$ cat src/hdl/fmpa_pkg.sv
// Shared types and constants of the first-match packet ACL.
package fmpa_pkg;

  // Request kinds carried on the input tuser
  localparam logic [1:0] REQ_WRITE    = 2'd0;
  localparam logic [1:0] REQ_CLASSIFY = 2'd1;

  // Protocol numbers that take part in port matching
  localparam logic [7:0] PROTO_TCP = 8'd6;
  localparam logic [7:0] PROTO_UDP = 8'd17;

  // Action reported when no rule decides
  localparam logic [2:0] ACT_PASS = 3'd2;

  // Field widths of the streams
  localparam int unsigned IN_DATA_W  = 176;
  localparam int unsigned IN_USER_W  = 2;
  localparam int unsigned OUT_DATA_W = 8;
  localparam int unsigned IDX_FIELD_W = 3;

  // One stored rule
  typedef struct packed {
    logic        enable;
    logic [2:0]  verdict;
    logic [7:0]  protocol;
    logic        port_check;
    logic [15:0] src_port;
    logic [15:0] dst_port;
    logic [31:0] src_addr;
    logic [31:0] dst_addr;
    logic [31:0] src_mask;
    logic [31:0] dst_mask;
  } rule_t;

  localparam int unsigned RULE_W = $bits(rule_t);

  // Header fields of a packet under classification
  typedef struct packed {
    logic [7:0]  protocol;
    logic [31:0] src_addr;
    logic [31:0] dst_addr;
    logic [15:0] src_port;
    logic [15:0] dst_port;
  } key_t;

  // Sequencer states
  typedef enum logic [1:0] {
    ST_IDLE,
    ST_WALK,
    ST_RESP
  } state_e;

endpackage

$ cat src/hdl/fmpa_ram.sv
// Generic single-write, single-read RAM with registered read data.
module fmpa_ram #(
  parameter int unsigned WIDTH = 8,
  parameter int unsigned DEPTH = 4
) (
  input  logic                                   clk_i,
  input  logic                                   we_i,
  input  logic [(DEPTH > 1 ? $clog2(DEPTH) : 1)-1:0] waddr_i,
  input  logic [WIDTH-1:0]                       wdata_i,
  input  logic                                   re_i,
  input  logic [(DEPTH > 1 ? $clog2(DEPTH) : 1)-1:0] raddr_i,
  output logic [WIDTH-1:0]                       rdata_o
);

  logic [WIDTH-1:0] mem_q [DEPTH];
  logic [WIDTH-1:0] rdata_q;

  // Store on write
  always_ff @(posedge clk_i) begin
    if (we_i) begin
      mem_q[waddr_i] <= wdata_i;
    end
  end

  // Register read data
  always_ff @(posedge clk_i) begin
    if (re_i) begin
      rdata_q <= mem_q[raddr_i];
    end
  end

  assign rdata_o = rdata_q;

endmodule

$ cat src/hdl/fmpa_rule_eval.sv
// Match test of one stored rule against a packet header.
module fmpa_rule_eval (
  input  fmpa_pkg::rule_t rule_i,
  input  logic            valid_i,
  input  fmpa_pkg::key_t  key_i,
  output logic            hit_o
);

  logic proto_ok;
  logic src_ok;
  logic dst_ok;
  logic port_ok;
  logic ports_on;

  // Protocol: zero in the rule matches any
  assign proto_ok = (rule_i.protocol == 8'd0) || (rule_i.protocol == key_i.protocol);

  // Addresses: zero matches any, a mask compares under it, else exact
  always_comb begin
    if (rule_i.src_addr == 32'd0) begin
      src_ok = 1'b1;
    end else if (rule_i.src_mask != 32'd0) begin
      src_ok = (key_i.src_addr & rule_i.src_mask) == (rule_i.src_addr & rule_i.src_mask);
    end else begin
      src_ok = key_i.src_addr == rule_i.src_addr;
    end
    if (rule_i.dst_addr == 32'd0) begin
      dst_ok = 1'b1;
    end else if (rule_i.dst_mask != 32'd0) begin
      dst_ok = (key_i.dst_addr & rule_i.dst_mask) == (rule_i.dst_addr & rule_i.dst_mask);
    end else begin
      dst_ok = key_i.dst_addr == rule_i.dst_addr;
    end
  end

  // Ports count only for UDP or TCP rules with port checking on
  assign ports_on = rule_i.port_check &&
                    ((rule_i.protocol == fmpa_pkg::PROTO_UDP) ||
                     (rule_i.protocol == fmpa_pkg::PROTO_TCP));
  assign port_ok  = !ports_on ||
                    (((rule_i.src_port == 16'd0) || (rule_i.src_port == key_i.src_port)) &&
                     ((rule_i.dst_port == 16'd0) || (rule_i.dst_port == key_i.dst_port)));

  // An entry never written reads as disabled
  assign hit_o = valid_i && rule_i.enable && proto_ok && src_ok && dst_ok && port_ok;

endmodule

$ cat src/hdl/first_match_packet_acl.sv
// Top level of the first-match packet ACL: sequencer, rule table and result register.
//
// The rule table sits in a single RAM with one read port, and a classify beat walks it
// one rule per cycle from slot 0 up, stopping at the first rule that matches (the last
// slot when none matches). Beats are taken only while the sequencer is idle, so a new
// beat waits until the previous one has loaded its result into the output register.
// Rule writes, and beats of any other request kind, skip the walk and load a pass
// result. The result sits in an output register, so a finished walk does not wait on
// the consumer unless a previous result is still held there. Slots that have never
// been written read as disabled after reset.
module first_match_packet_acl #(
  parameter int unsigned NUM_RULES = 5
) (
  input  logic                              clk_i,
  input  logic                              rst_ni,
  input  logic                              s_axis_tvalid_i,
  output logic                              s_axis_tready_o,
  // rule_index, rule_enable, verdict, protocol, src_addr, src_mask, dst_addr,
  // dst_mask, port_check, src_port, dst_port
  input  logic [fmpa_pkg::IN_DATA_W-1:0]    s_axis_tdata_i,
  // req_type
  input  logic [fmpa_pkg::IN_USER_W-1:0]    s_axis_tuser_i,
  output logic                              m_axis_tvalid_o,
  input  logic                              m_axis_tready_i,
  // action, matched, match_index, one zero pad bit
  output logic [fmpa_pkg::OUT_DATA_W-1:0]   m_axis_tdata_o
);

  localparam int unsigned IdxW  = (NUM_RULES > 1) ? $clog2(NUM_RULES) : 1;
  localparam int unsigned WideW = (IdxW > fmpa_pkg::IDX_FIELD_W) ? IdxW
                                                                 : fmpa_pkg::IDX_FIELD_W;

  // Input beat fields
  logic [2:0]  in_rule_index;
  logic        in_rule_enable;
  logic [2:0]  in_verdict;
  logic [7:0]  in_protocol;
  logic [31:0] in_src_addr;
  logic [31:0] in_src_mask;
  logic [31:0] in_dst_addr;
  logic [31:0] in_dst_mask;
  logic        in_port_check;
  logic [15:0] in_src_port;
  logic [15:0] in_dst_port;

  assign in_rule_index  = s_axis_tdata_i[2:0];
  assign in_rule_enable = s_axis_tdata_i[3];
  assign in_verdict     = s_axis_tdata_i[6:4];
  assign in_protocol    = s_axis_tdata_i[14:7];
  assign in_src_addr    = s_axis_tdata_i[46:15];
  assign in_src_mask    = s_axis_tdata_i[78:47];
  assign in_dst_addr    = s_axis_tdata_i[110:79];
  assign in_dst_mask    = s_axis_tdata_i[142:111];
  assign in_port_check  = s_axis_tdata_i[143];
  assign in_src_port    = s_axis_tdata_i[159:144];
  assign in_dst_port    = s_axis_tdata_i[175:160];

  fmpa_pkg::state_e state_q, state_d;
  logic [IdxW-1:0]      idx_q, idx_d;
  fmpa_pkg::key_t       key_q;
  logic [NUM_RULES-1:0] valid_q, valid_d;
  logic                 out_valid_q, out_valid_d;
  logic [2:0]           out_action_q, out_action_d;
  logic                 out_matched_q, out_matched_d;
  logic [2:0]           out_index_q, out_index_d;

  logic                 s_accept;
  logic                 is_classify;
  logic                 slot_free;
  logic                 wr_en;
  logic [IdxW-1:0]      wr_addr;
  fmpa_pkg::rule_t      wr_rule;
  logic                 rd_en;
  logic [IdxW-1:0]      rd_addr;
  fmpa_pkg::rule_t      rd_rule;
  logic                 rule_hit;
  logic                 last_rule;
  logic                 advance;
  logic                 out_load;
  logic [WideW-1:0]     idx_wide;

  assign s_axis_tready_o = (state_q == fmpa_pkg::ST_IDLE);
  assign s_accept        = s_axis_tvalid_i && s_axis_tready_o;
  assign is_classify     = (s_axis_tuser_i == fmpa_pkg::REQ_CLASSIFY);
  assign slot_free       = !out_valid_q || m_axis_tready_i;
  assign last_rule       = (32'(idx_q) == NUM_RULES - 1);

  // Store a rule on a write beat with an index in range
  assign wr_en   = s_accept && (s_axis_tuser_i == fmpa_pkg::REQ_WRITE) &&
                   (32'(in_rule_index) < NUM_RULES);
  assign wr_addr = IdxW'(in_rule_index);

  always_comb begin
    wr_rule.enable     = in_rule_enable;
    wr_rule.verdict    = in_verdict;
    wr_rule.protocol   = in_protocol;
    wr_rule.port_check = in_port_check;
    wr_rule.src_port   = in_src_port;
    wr_rule.dst_port   = in_dst_port;
    wr_rule.src_addr   = in_src_addr;
    wr_rule.dst_addr   = in_dst_addr;
    wr_rule.src_mask   = in_src_mask;
    wr_rule.dst_mask   = in_dst_mask;
  end

  // Mark written slots
  always_comb begin
    valid_d = valid_q;
    if (wr_en) begin
      valid_d[wr_addr] = 1'b1;
    end
  end

  // Issue slot 0 on a classify beat, then the next slot or the same one on a stall
  assign advance = (state_q == fmpa_pkg::ST_WALK) && !rule_hit && !last_rule;
  assign rd_en   = (s_accept && is_classify) || (state_q == fmpa_pkg::ST_WALK);
  always_comb begin
    if (s_accept) begin
      rd_addr = '0;
    end else if (advance) begin
      rd_addr = IdxW'(idx_q + 1'b1);
    end else begin
      rd_addr = idx_q;
    end
  end

  fmpa_ram #(
    .WIDTH (fmpa_pkg::RULE_W),
    .DEPTH (NUM_RULES)
  ) u_rule_ram (
    .clk_i   (clk_i),
    .we_i    (wr_en),
    .waddr_i (wr_addr),
    .wdata_i (wr_rule),
    .re_i    (rd_en),
    .raddr_i (rd_addr),
    .rdata_o (rd_rule)
  );

  fmpa_rule_eval u_rule_eval (
    .rule_i  (rd_rule),
    .valid_i (valid_q[idx_q]),
    .key_i   (key_q),
    .hit_o   (rule_hit)
  );

  // Next state
  always_comb begin
    state_d = state_q;
    case (state_q)
      fmpa_pkg::ST_IDLE: begin
        if (s_accept) begin
          state_d = is_classify ? fmpa_pkg::ST_WALK : fmpa_pkg::ST_RESP;
        end
      end
      fmpa_pkg::ST_WALK: begin
        if ((rule_hit || last_rule) && slot_free) begin
          state_d = fmpa_pkg::ST_IDLE;
        end
      end
      fmpa_pkg::ST_RESP: begin
        if (slot_free) begin
          state_d = fmpa_pkg::ST_IDLE;
        end
      end
      default: begin
        state_d = fmpa_pkg::ST_IDLE;
      end
    endcase
  end

  assign idx_wide = WideW'(idx_q);

  // Result and walk index
  always_comb begin
    out_load      = 1'b0;
    out_action_d  = fmpa_pkg::ACT_PASS;
    out_matched_d = 1'b0;
    out_index_d   = '0;
    idx_d         = idx_q;
    case (state_q)
      fmpa_pkg::ST_IDLE: begin
        if (s_accept) begin
          idx_d = '0;
        end
      end
      fmpa_pkg::ST_WALK: begin
        if (rule_hit) begin
          out_load      = slot_free;
          out_action_d  = rd_rule.verdict;
          out_matched_d = 1'b1;
          out_index_d   = idx_wide[2:0];
        end else if (last_rule) begin
          out_load = slot_free;
        end else begin
          idx_d = IdxW'(idx_q + 1'b1);
        end
      end
      fmpa_pkg::ST_RESP: begin
        out_load = slot_free;
      end
      default: begin
        out_load = 1'b0;
      end
    endcase
  end

  // Hold the result until the beat is taken
  always_comb begin
    if (out_load) begin
      out_valid_d = 1'b1;
    end else if (m_axis_tready_i) begin
      out_valid_d = 1'b0;
    end else begin
      out_valid_d = out_valid_q;
    end
  end

  always_ff @(posedge clk_i or negedge rst_ni) begin
    if (!rst_ni) begin
      state_q     <= fmpa_pkg::ST_IDLE;
      idx_q       <= '0;
      valid_q     <= '0;
      out_valid_q <= 1'b0;
    end else begin
      state_q     <= state_d;
      idx_q       <= idx_d;
      valid_q     <= valid_d;
      out_valid_q <= out_valid_d;
    end
  end

  // Capture the packet key and the result payload
  always_ff @(posedge clk_i) begin
    if (s_accept) begin
      key_q.protocol <= in_protocol;
      key_q.src_addr <= in_src_addr;
      key_q.dst_addr <= in_dst_addr;
      key_q.src_port <= in_src_port;
      key_q.dst_port <= in_dst_port;
    end
    if (out_load) begin
      out_action_q  <= out_action_d;
      out_matched_q <= out_matched_d;
      out_index_q   <= out_index_d;
    end
  end

  assign m_axis_tvalid_o = out_valid_q;
  assign m_axis_tdata_o  = {1'b0, out_index_q, out_matched_q, out_action_q};

endmodule

$ cat config.mk
export PLATFORM = sky130hd
export DESIGN_NAME = first_match_packet_acl
export DESIGN_NICKNAME = d
export VERILOG_FILES = /design/src/hdl/fmpa_pkg.sv /design/src/hdl/fmpa_ram.sv /design/src/hdl/fmpa_rule_eval.sv /design/src/hdl/first_match_packet_acl.sv
export SDC_FILE = /design/constraint.sdc
export NUM_CORES = 1
export LEC_CHECK = 0
export BUFFER_PORTS_ARGS = -buffer_cell sky130_fd_sc_hd__buf_2
export CORE_UTILIZATION = 45
export DETAILED_ROUTE_END_ITERATION = 16
export SYNTH_ARGS = -nofsm -noshare
export SYNTH_HDL_FRONTEND = slang
export SYNTH_HIERARCHICAL = 1
export SYNTH_SLANG_ARGS = --single-unit
$ cat constraint.sdc
create_clock -name clk_i -period 28.4 [get_ports clk_i]
set_input_delay 0 -clock clk_i [delete_from_list [all_inputs] [get_ports clk_i]]
set_output_delay 0 -clock clk_i [all_outputs]
set_load 0.05 [all_outputs]
Word-level counts from Yosys, hierarchy flattened
Memories as Yosys holds them, arrays and structs flattened. A register that Yosys moved wholly into a read port is not among the register bits.
Cells that the tools add are included.

cells by class
  add/sub/neg operators = 1
  multiply operators = 0
  divide/modulo/power cells = 0
  $lt $le $gt $ge = 4
  equality and inequality tests = 18
  shift-type cells = 0
  muxes and demuxes = 27
  bitwise gates (word level) = 5
  reduce and logical (&&, ||, !) cells = 41

operator list
  kind                number
  $and 32x32->32      4
  $eq 32x32->1        4
  $logic_not 32->1    2
  $reduce_bool 32->1  2
  $eq 16x16->1        2
  $logic_not 16->1    2
  $logic_and 1x1->1   15
  $mux 3              5
  $mux 1              13
  $eq 8x3->1 const B  1
  $eq 8x5->1 const B  1
  $eq 8x8->1          1
  $logic_not 8->1     1
  $logic_or 1x1->1    8
  $lt 3x4->1 const B  2
  $mux 2              4
  $ne 2x2->1 const B  3
  $pmux 2 s3          1
  $pmux 3 s2          1
  $or 5x5->5          1
  $eq 2x1->1 const B  2
  $logic_not 1->1     4
  $logic_not 2->1     2
  $ne 2x1->1 const B  2
  other kinds (12)    13

storage, ports and cells
  register bits = 122
  latch bits = 0
  bits in writable memories = 865
  bits in read-only memories = 0
  word-level logic and storage cells = 109
  memories kept = 1

memory list
  name              depth  bits a word  read ports  clocked after memory_dff  wr ports  line            text
  u_rule_ram.mem_q  5      173          1           1                         1         fmpa_ram.sv:15  logic [WIDTH-1:0] mem_q [DEPTH];

Logic depth before layout (Yosys ltp)
Gate-level depths: netlist of run 1.

  depth after elaboration = 12
  gate-level depth with buffers = 15
  gate-level depth less buffers = 12

Modules after synthesis
Netlist of run 1, hierarchy kept.

by module, submodules not included
  module                  times used  cells each  area an instance (um^2)  seq. area each (um^2)
  fmpa_ram                1           2,026       39,117.5                 31,169.9
  first_match_packet_acl  1           205         4,147.7                  3,608.5
  fmpa_rule_eval          1           244         1,835.5                  0.0

Least setup slack after synthesis of run 1
No wires, ideal clock.

  path kind = register to register
  start = register state_q[0]
  end = memory u_rule_ram/mem_q[0][0] (netlist bit), enable pin
  arrival = 21.535 ns
  slack = 5.666 ns
  cell stages (with the launch flop) = 7
  path buffers = 0
  path through = dfrtp_1 > inv_1 > ha_1 > nand2_1 > inv_1 > and3_1 > nor4b_1

between the ends
  longest elaborated chain between the ends = 6

ends and longest elaborated chain
  element                          line                           text
  start: declaration               first_match_packet_acl.sv:58   fmpa_pkg::state_e state_q, state_d;
  start signal: assignment         first_match_packet_acl.sv:221  state_q <= fmpa_pkg::ST_IDLE;
  start signal: assignment         first_match_packet_acl.sv:226  state_q <= state_d;
  $logic_not 2->1                  first_match_packet_acl.sv:82   assign s_axis_tready_o = (state_q == fmpa_pkg::ST_IDLE);
  named net s_axis_tready_o        first_match_packet_acl.sv:17   output logic s_axis_tready_o,
  $logic_and 1x1->1                first_match_packet_acl.sv:83   assign s_accept = s_axis_tvalid_i && s_axis_tready_o;
  named net s_accept               first_match_packet_acl.sv:67   logic s_accept;
  $logic_and 1x1->1 (2 in series)  first_match_packet_acl.sv:89   assign wr_en = s_accept && (s_axis_tuser_i == fmpa_pkg::REQ_WRITE) &&
  named net wr_en                  first_match_packet_acl.sv:70   logic wr_en;
  $mux 1                           fmpa_ram.sv:20                 if (we_i) begin
  $mux 1 (not written as such)     fmpa_ram.sv:21                 mem_q[waddr_i] <= wdata_i;
  end: declaration                 fmpa_ram.sv:15

The timed path passes the listed nets, and every way through them passes these cells.

Worst setup path in the final report of run 1
  start = register u_rule_ram.rdata_q[64] (netlist: u_rule_ram/rdata_o[64]), read port of u_rule_ram.mem_q
  end = register u_rule_ram.rdata_q[75] (netlist: u_rule_ram/rdata_o[75]), read port of u_rule_ram.mem_q, data pin

between the ends
  longest elaborated chain between the ends = 11
  elaborated cells between the ends (all ways) = 13
  those cells by class = eq/ne: 2; mux: 4; bitwise: 1; reduce/logical: 6

ends and longest elaborated chain
  element                              line                           text
  start: declaration                   fmpa_ram.sv:16                 logic [WIDTH-1:0] rdata_q;
  $and 32x32->32                       fmpa_rule_eval.sv:30           dst_ok = (key_i.dst_addr & rule_i.dst_mask) == (rule_i.dst_addr & rule_i.dst_mask);
  $eq 32x32->1                         fmpa_rule_eval.sv:30
  $mux 1                               fmpa_rule_eval.sv:29           end else if (rule_i.dst_mask != 32'd0) begin
  $mux 1 (*)                           fmpa_rule_eval.sv:27           if (rule_i.dst_addr == 32'd0) begin
  $logic_and 1x1->1 (*) (2 in series)  fmpa_rule_eval.sv:45           assign hit_o = valid_i && rule_i.enable && proto_ok && src_ok && dst_ok && port_ok;
  named net rule_hit                   first_match_packet_acl.sv:76   logic rule_hit;
  $logic_not 1->1 (*)                  first_match_packet_acl.sv:115  assign advance = (state_q == fmpa_pkg::ST_WALK) && !rule_hit && !last_rule;
  $logic_and 1x1->1 (*) (2 in series)  first_match_packet_acl.sv:115
  $mux 3 (*)                           first_match_packet_acl.sv:120  end else if (advance) begin
  $mux 3 (*)                           first_match_packet_acl.sv:118  if (s_accept) begin
  named net rd_addr[0]                 first_match_packet_acl.sv:74   logic [IdxW-1:0] rd_addr;

Mark *: on every way through the listed nets, which the timed path passes. The rest lies on a longest branch.
A chain may end at the register's enable or synchronous reset.

==> summary.md, run 1 <==
| Metric | Value |
|---|---|
| Worst-path maximum fanout | `84` |
| Syn Area/Cell | `18.2 µm²` |
| Peak supply drop | `~0.061 mV` |
| Die height | `between 300 and 400 µm` |
| Synth Register Bits | `1160` |
| Status | `finished clean` |
| Vias per cell | `about 5.5` |
| Syn_nets | `~2.7k` |
| Worst Hold Depth | `2` |
| Vias in the first global route | `around 24k` |
| Syn Inst Count | `2475` |
| Starting density of the core | `0.456` |
| Ports | `approximately 190` |
| Endpoint, Worst Hold | `u_rule_ram/mem_q[4][25]` |
| FF-to-FF setup slack | `21570 ps` |
| Dominant synthesized flop cell | `edfxtp_1` |
| Largest net degree at the start of global routing | `roughly 140` |
| Final core occ | `0.533` |
| Layout Cells excl Fill | `~4.3k` |
| Layout cell share with drive strength beyond 1 | `0.176` |
| CTS root buf | `clkbuf_16` |
| Worst skew pair latency | `roughly 700 ps` |
| Post-synthesis sequential area ratio | `0.771` |
| Die area | `roughly 100000 µm²` |
| Slew margin rel. | `0.219` |
| Cell Rows | `roughly 120` |
| HPWL after DPL | `approximately 56 mm` |
| P_leak | `approximately 17 nW` |
| Synthesis-to-layout area growth | `16.8%` |
| Routed via count | `23.5k` |
| Share of the synthesized area in the top cell type | `0.765` |
| Total grt overflow | `0` |
| Chip width | `between 300 and 400 µm` |
| Tot GR Track Use | `0.199` |
| Hold Startpoint | `s_axis_tdata_i[136]` |
| CP Capture Type | `flip-flop` |
| Final net count | `roughly 3.1k` |
| Post-synth ARST share | `0.00948` |
| Clk pin slew, worst setup/hold paths | `approximately 60 ps` |
| Initial antenna violation count | `15` |
| Final Hold Fails | `0` |
| DP Cell Count | `~3.9k` |
| Final setup vio count | `0` |
| TritonCTS buffer count | `116` |
| Required time worst endpoint | `about 29000 ps` |
| Crit Path Class | `flip-flop to flip-flop` |
| Starting DRT DRC Count | `roughly 1.8k` |
| Critical Path AT | `between 7000 and 8000 ps` |
| IO Port Bufs | `190` |
| Clk_skew | `roughly 37 ps` |
| Postcts setup bufs | `0` |
| Global-route wire length before repair | `153 mm` |
| Fin. max-slew vios | `0` |
| Worst-Margin Slew | `1160 ps` |
| Residual DRC | `0` |
| EDFF count, synth | `1149` |
| RR Startpoint | `u_rule_ram/rdata_o[64]` |
| Max-cap violations | `0` |
| Drt total wl | `between 100 and 150 mm` |
| RR Endpoint | `u_rule_ram/rdata_o[75]` |
| Drt first pass iters | `11` |
| Top cells by area, synth | `edfxtp_1 77%, a221oi_2 4.1%, mux2i_1 3.8%` |
| WL/cell | `23.6 µm` |
| Peak Freq | `146 MHz` |
| Min Tclk post-route | `about 6800 ps` |
| Pwr dens | `80.7 nW/µm²` |
| RSZ-0062 raised after global routing | `no` |
| Post-Syn Area | `between 40000 and 50000 µm²` |
| Post-synth cell types | `57` |
| # clock sinks | `1160` |
| Crit share post-route | `0.240` |
| DRT antenna net count | `0` |
| Worst reg-to-reg path cell count | `15` |
| Fillers | `a little under 8k` |
| Startpoint Class | `flip-flop` |
| YS warnings | `6` |
| Hold Crit Class | `input pin to flip-flop` |
| Setup TNS Final | `0 ps` |
| Floorplan Core Area | `98900 µm²` |
| Worst-case clock buffer depth | `3` |
| Synth area leader | `edfxtp_1` |
| CTS tree | `yes` |
| CTS H-tree lvls | `3` |
| Global placement routability congestion | `0.894` |
## Yosys cell counts, types with 3 or more instances
cell,instances
and3_1,6
dfrtp_1,11
edfxtp_1,1149
a21oi_1,6
nor2b_1,128
buf_6,4
nand2b_1,3
nand2_1,8
ha_1,5
nand4_1,25
clkbuf_1,63
and2b_1,48
mux2i_1,173
a211oi_1,168
nor3_1,3
a31o_2,3
xor2_1,96
a221oi_2,124
o21ai_0,6
o32ai_1,3
nor4_1,68
buf_1,4
nand3_1,8
buf_2,22
xnor2_1,8
buf_12,13
nor2_1,8
a22o_1,7
a221oi_1,55
inv_1,183
a22oi_1,22
a211oi_2,5
buf_4,12
## layer usage
metal / GRT usage / up-vias / wire [µm]
met2: 0.349 / 621 / 51600
met1: 0.258 / 12000 / 42300
li1: - / 10700 / -
met5: 0 / - / 58
met4: 0.0561 / 10 / 2030
met3: 0.0293 / 186 / 4870
## critical path, stage by stage, from the launching register on
cell	delay, ps
edfxtp_1	420
xor2_1	230
a22o_1	250
a221oi_1	260
nand4_1	140
nor4_1	950
o221a_1	520
a21o_1	240
o21ai_0	160
a21oi_4	170
buf_4	800
buf_4	780
buf_4	910
and2b_1	270
a211oi_1	220
a221oi_2	50
## state kept, by name, summed over array words and instances (netlist names)
signal and flops:
u_rule_ram/mem_q 865, u_rule_ram/rdata_o 173, key_q 104, valid_q 5, idx_q 3, out_action_q 3
out_index_q 3, state_q 2, m_axis_tvalid_o 1, out_matched_q 1
## per-stage QoR
stage	power [mW]	setup slack (ps)	area (µm²)	hold slack, ps
finish	4.25	21570	52700	59.8
global route	4.42	21170	52700	54.2
CTS	4.30	21450	52700	1.63
detailed placement	2.85	21460	47300	-111
global placement	2.83	21570	47300	-116
floorplan	2.68	5670	45100	-296
## layout make-up
type,instances,area [µm²],area share
inverter,184,696,0.0132
clock inverter,69,499,0.00947
sequential,1160,34800,0.660
multi-input combinational,1011,8940,0.170
clock buffer,148,3040,0.0578
timing repair buffer,406,3100,0.0588
tap,1287,1610,0.0306
antenna,9,22.5,0.000427
## worst max-delay path by stage
stage,from,endpoint,cells past startpoint
finish,u_rule_ram/rdata_o[64],u_rule_ram/rdata_o[75],15
global route,u_rule_ram/rdata_o[64],u_rule_ram/rdata_o[5],14
CTS,u_rule_ram/rdata_o[94],u_rule_ram/rdata_o[74],15
detailed placement,u_rule_ram/rdata_o[94],u_rule_ram/rdata_o[74],15
global placement,u_rule_ram/rdata_o[64],u_rule_ram/rdata_o[75],15
floorplan,state_q[0],u_rule_ram/mem_q[0][0],6
## cell usage in the layout (no fill, tap or decap), drive strengths merged, types with 7 or more instances in the layout
master / count
inv: 187
a211oi: 173
and2b: 48
clkbuf: 148
nor4: 69
nand3: 8
xor2: 96
o21ai: 7
nor2b: 128
mux2i: 173
buf: 220
clkinv: 61
edfxtp: 1149
nor2: 8
nand2: 8
dlygate4sd3: 186
xnor2: 8
a22oi: 22
a22o: 7
dfrtp: 11
diode: 9
a221oi: 179
nand4: 25
## cell families after synthesis
family | after synthesis | synth area share
other | 1 | 0.0000831
AO/OA/AOI/OAI | 411 | 0.0910
AND/OR/NAND/NOR | 316 | 0.0445
buffers and inverters | 304 | 0.0328
XOR/XNOR | 104 | 0.0202
multiplexers | 174 | 0.0389
adder cells (fa/ha/maj) | 5 | 0.00139
flip-flops | 1160 | 0.771
## power breakdown
group	internal (mW)	leakage [nW]	total (mW)	switching (mW)
combinational	0.272	5.00	0.729	0.458
clock	0.794	1.74	1.42	0.627
sequential	2.04	10.6	2.10	0.0641
## timing repair
action	in CTS	in global routing
gates resized for setup	0	0
hold buffers	186	0
endpoints found under the hold margin	991	0
No activity file was read; power rests on OpenSTA's default activity.
==> run 2: changes to the inputs <==
Settings changed: ABC_AREA set to 1.
Clock period 28.4 ns to 6.15 ns, I/O delays scaled along.
==> run 2 against run 1 <==
Effect of this change: the run now ends with slew limit left; global-route usage is 1.3 points higher; sequential share of layout area decreased by 4.8 points; critical path type unchanged; design area rose by 7.8%.
==> summary.md, run 2 <==
| Metric | Value |
|---|---|
| Final net count | `just over 5k` |
| Final setup vio count | `0` |
| EDFF count, synth | `between 1k and 1.5k` |
| Final Hold Fails | `0` |
| HPWL after DPL | `62.8 mm` |
| P_leak | `about 24 nW` |
| Residual DRC | `0` |
| Crit share post-route | `0.786` |
| Initial antenna violation count | `16` |
| Chip width | `~330 µm` |
| Post-route cell area | `between 50000 and 60000 µm²` |
| Clk pin slew, worst setup/hold paths | `60 ps` |
| Crit Path Class | `flip-flop to flip-flop` |
| Starting DRT DRC Count | `about 2.3k` |
| Share of the synthesized area in the top cell type | `0.708` |
| Clk_skew | `around 32 ps` |
| Layout cell share with drive strength beyond 1 | `0.0842` |
| Peak Freq | `between 200 and 250 MHz` |
| CP Capture Type | `flip-flop` |
| CTS resizes | `0` |
| Worst-case clock buffer depth | `3` |
| Starting density of the core | `0.455` |
| Critical Path AT | `5250 ps` |
| Required time worst endpoint | `roughly 6600 ps` |
| CTS tree | `yes` |
| Most common cell after layout, fill and taps aside | `nand2_1` |
| Min Tclk post-route | `between 4000 and 5000 ps` |
| CTS root buf | `clkbuf_16` |
| Tot GR Track Use | `0.212` |
| Most frequent cells in the layout | `1666 x nand2_1, 1149 x edfxtp_1, 830 x inv_1, 401 x nand3_1, 190 x buf_2` |
| Drt first pass iters | `5` |
| CTS H-tree lvls | `3` |
| Vias in the first global route | `~30k` |
| YS warnings | `6` |
| Worst-Margin Slew | `between 1500 and 2000 ps` |
| Die height | `approximately 330 µm` |
| Syn Area/Cell | `between 10 and 15 µm²` |
| Hold Crit Class | `input pin to flip-flop` |
| Max-cap violations | `0` |
| Synth Register Bits | `between 1k and 1.5k` |
| Failing checks | `slew limit` |
| RSZ-0062 raised after global routing | `no` |
| Peak supply drop | `between 0.2 and 0.3 mV` |
| Cell Rows | `between 100 and 150` |
| Global-route wire length before repair | `roughly 180 mm` |
| IO Port Bufs | `between 150 and 200` |
| Post-synth cell types | `33` |
| Drt total wl | `roughly 120 mm` |
| WL/cell | `18.0 µm` |
| Pre-CTS setup slack | `1540 ps` |
| Top reg by flops | `u_rule_ram/mem_q` |
| Dominant synthesized flop cell | `edfxtp_1` |
| Fin. max-slew vios | `90` |
| Top cells by area, synth | `edfxtp_1 71%, nand2_1 13%, inv_1 6.4%` |
| Final setup margin | `between 1000 and 1500 ps` |
| Max reg flops | `a little under 900` |
| Syn Inst Count | `between 4k and 5k` |
| Post-synthesis sequential area ratio | `0.714` |
| Largest net degree at the start of global routing | `just under 200` |
| Post-synth ARST share | `0.00948` |
| Fillers | `9220` |
| Vias per cell | `approximately 4.8` |
| Floorplan Core Area | `between 100000 and 150000 µm²` |
| Post-synth top cells | `1666 x nand2_1, 1149 x edfxtp_1, 833 x inv_1` |
| Total grt overflow | `0` |
| Most common cell in the synthesized netlist | `nand2_1` |
| Worst skew pair latency | `around 710 ps` |
| Total power | `21.2 mW` |
| # clock sinks | `1160` |
| Global placement routability congestion | `between 0.8 and 0.9` |
| Worst-path maximum fanout | `between 150 and 200` |
| Status | `finished, violations left` |
| Slew margin rel. | `-0.182` |
| Syn_nets | `approximately 4.7k` |
| Synthesis-to-layout area growth | `16.5%` |
| TritonCTS buffer count | `roughly 120` |
| Die area | `110000 µm²` |
| Synth area leader | `edfxtp_1` |
| Ports | `between 150 and 200` |
| Post-Syn Area | `~49000 µm²` |
| Pwr dens | `around 370 nW/µm²` |
| Startpoint Class | `flip-flop` |
| DRT antenna net count | `0` |
| Dpl cell area | `about 50000 µm²` |
| Routed via count | `30.9k` |
[run 2: changes by cell type after synthesis, moves of 55 or more]
cell	delta
nor2b_1	-128
xor2_1	-84
nand3_1	+393
a211oi_1	-168
buf_2	+62
nand2_1	+1658
inv_1	+650
mux2i_1	-173
a221oi_2	-124
nor2_1	+163
a221oi_1	-55
[run 2: cells by family after synthesis]
kind of cell | share of synthesized area
flip-flops | 0.714
AND/OR/NAND/NOR | 0.192
XOR/XNOR | 0.00863
adder cells (fa/ha/maj) | 0.00128
AO/OA/AOI/OAI | 0.00121
other | 0.0000769
buffers and inverters | 0.0831
[run 2: worst paths after layout]
check | from | cells past startpoint | slack [ps] | end
worst min-delay path | s_axis_tdata_i[133] | 2 | 60 | u_rule_ram/mem_q[4][22]
worst min register to register | valid_q[2] | 2 | 460 | valid_q[2]
worst max register to register | u_rule_ram/rdata_o[166] | 17 | 1310 | u_rule_ram/rdata_o[32]
worst max-delay path | u_rule_ram/rdata_o[166] | 17 | 1310 | u_rule_ram/rdata_o[32]
min in group asynchronous | rst_ni | 3 | 380 | valid_q[0]
max in group asynchronous | rst_ni | 3 | 5380 | state_q[1]
[run 2: layout make-up]
type / count / area, µm² / share of cell area
inverter: 835 / 3160 / 0.0556
clock inverter: 60 / 538 / 0.00947
clock buffer: 161 / 3300 / 0.0581
tap: 1403 / 1760 / 0.0309
timing repair buffer: 412 / 3250 / 0.0573
sequential: 1160 / 34800 / 0.612
antenna: 11 / 27.5 / 0.000485
multi-input combinational: 2372 / 9990 / 0.176
[run 2: critical path, cell delays in order, from the launching register on]
cell and delay (ps):
edfxtp_1 420, nor3_1 470, nand4_1 170, a21boi_0 300, a21oi_1 160, nand2_1 100
nor2_2 40, inv_1 120, nand3_4 120, inv_1 150, nor2_1 90, nor2_4 560
buf_12 440, nand2_1 170, nand3_1 150, nand2_1 60, nand2_1 50, nand2_1 160
[run 2: per-stage QoR]
stage,utilization,std cells,TNS (ps),hold WS (ps)
2_1_floorplan,-,4522,-105770,-296
3_3_place_gp,0.476,5993,0,-98.7
3_5_place_dp,0.476,5993,0,-100
4_1_cts,0.530,6403,0,4.16
5_1_grt,0.530,6411,0,41.7
6_report,0.530,6414,0,59.9
[run 2: power breakdown]
group	internal (mW)	leakage, nW	total [mW]	switching (mW)
clock	4.09	1.88	7.06	2.97
sequential	9.52	10.5	9.84	0.328
combinational	1.24	11.9	4.26	3.03
[run 2: repair_timing]
action / in CTS / in global routing
buffers inserted: 0 / 0
hold buffers: 189 / 0
endpoints found under the hold margin: 1004 / 0
[run 2: metal layers]
metal / wire (µm) / global-route usage / vias up / part of all wire
li1: - / - / 15200 / -
met5: 95 / 0 / - / 0.00082
met2: 55600 / 0.355 / 834 / 0.48
met1: 51200 / 0.289 / 14700 / 0.44
met4: 2120 / 0.0590 / 16 / 0.018
met3: 6420 / 0.0316 / 167 / 0.056
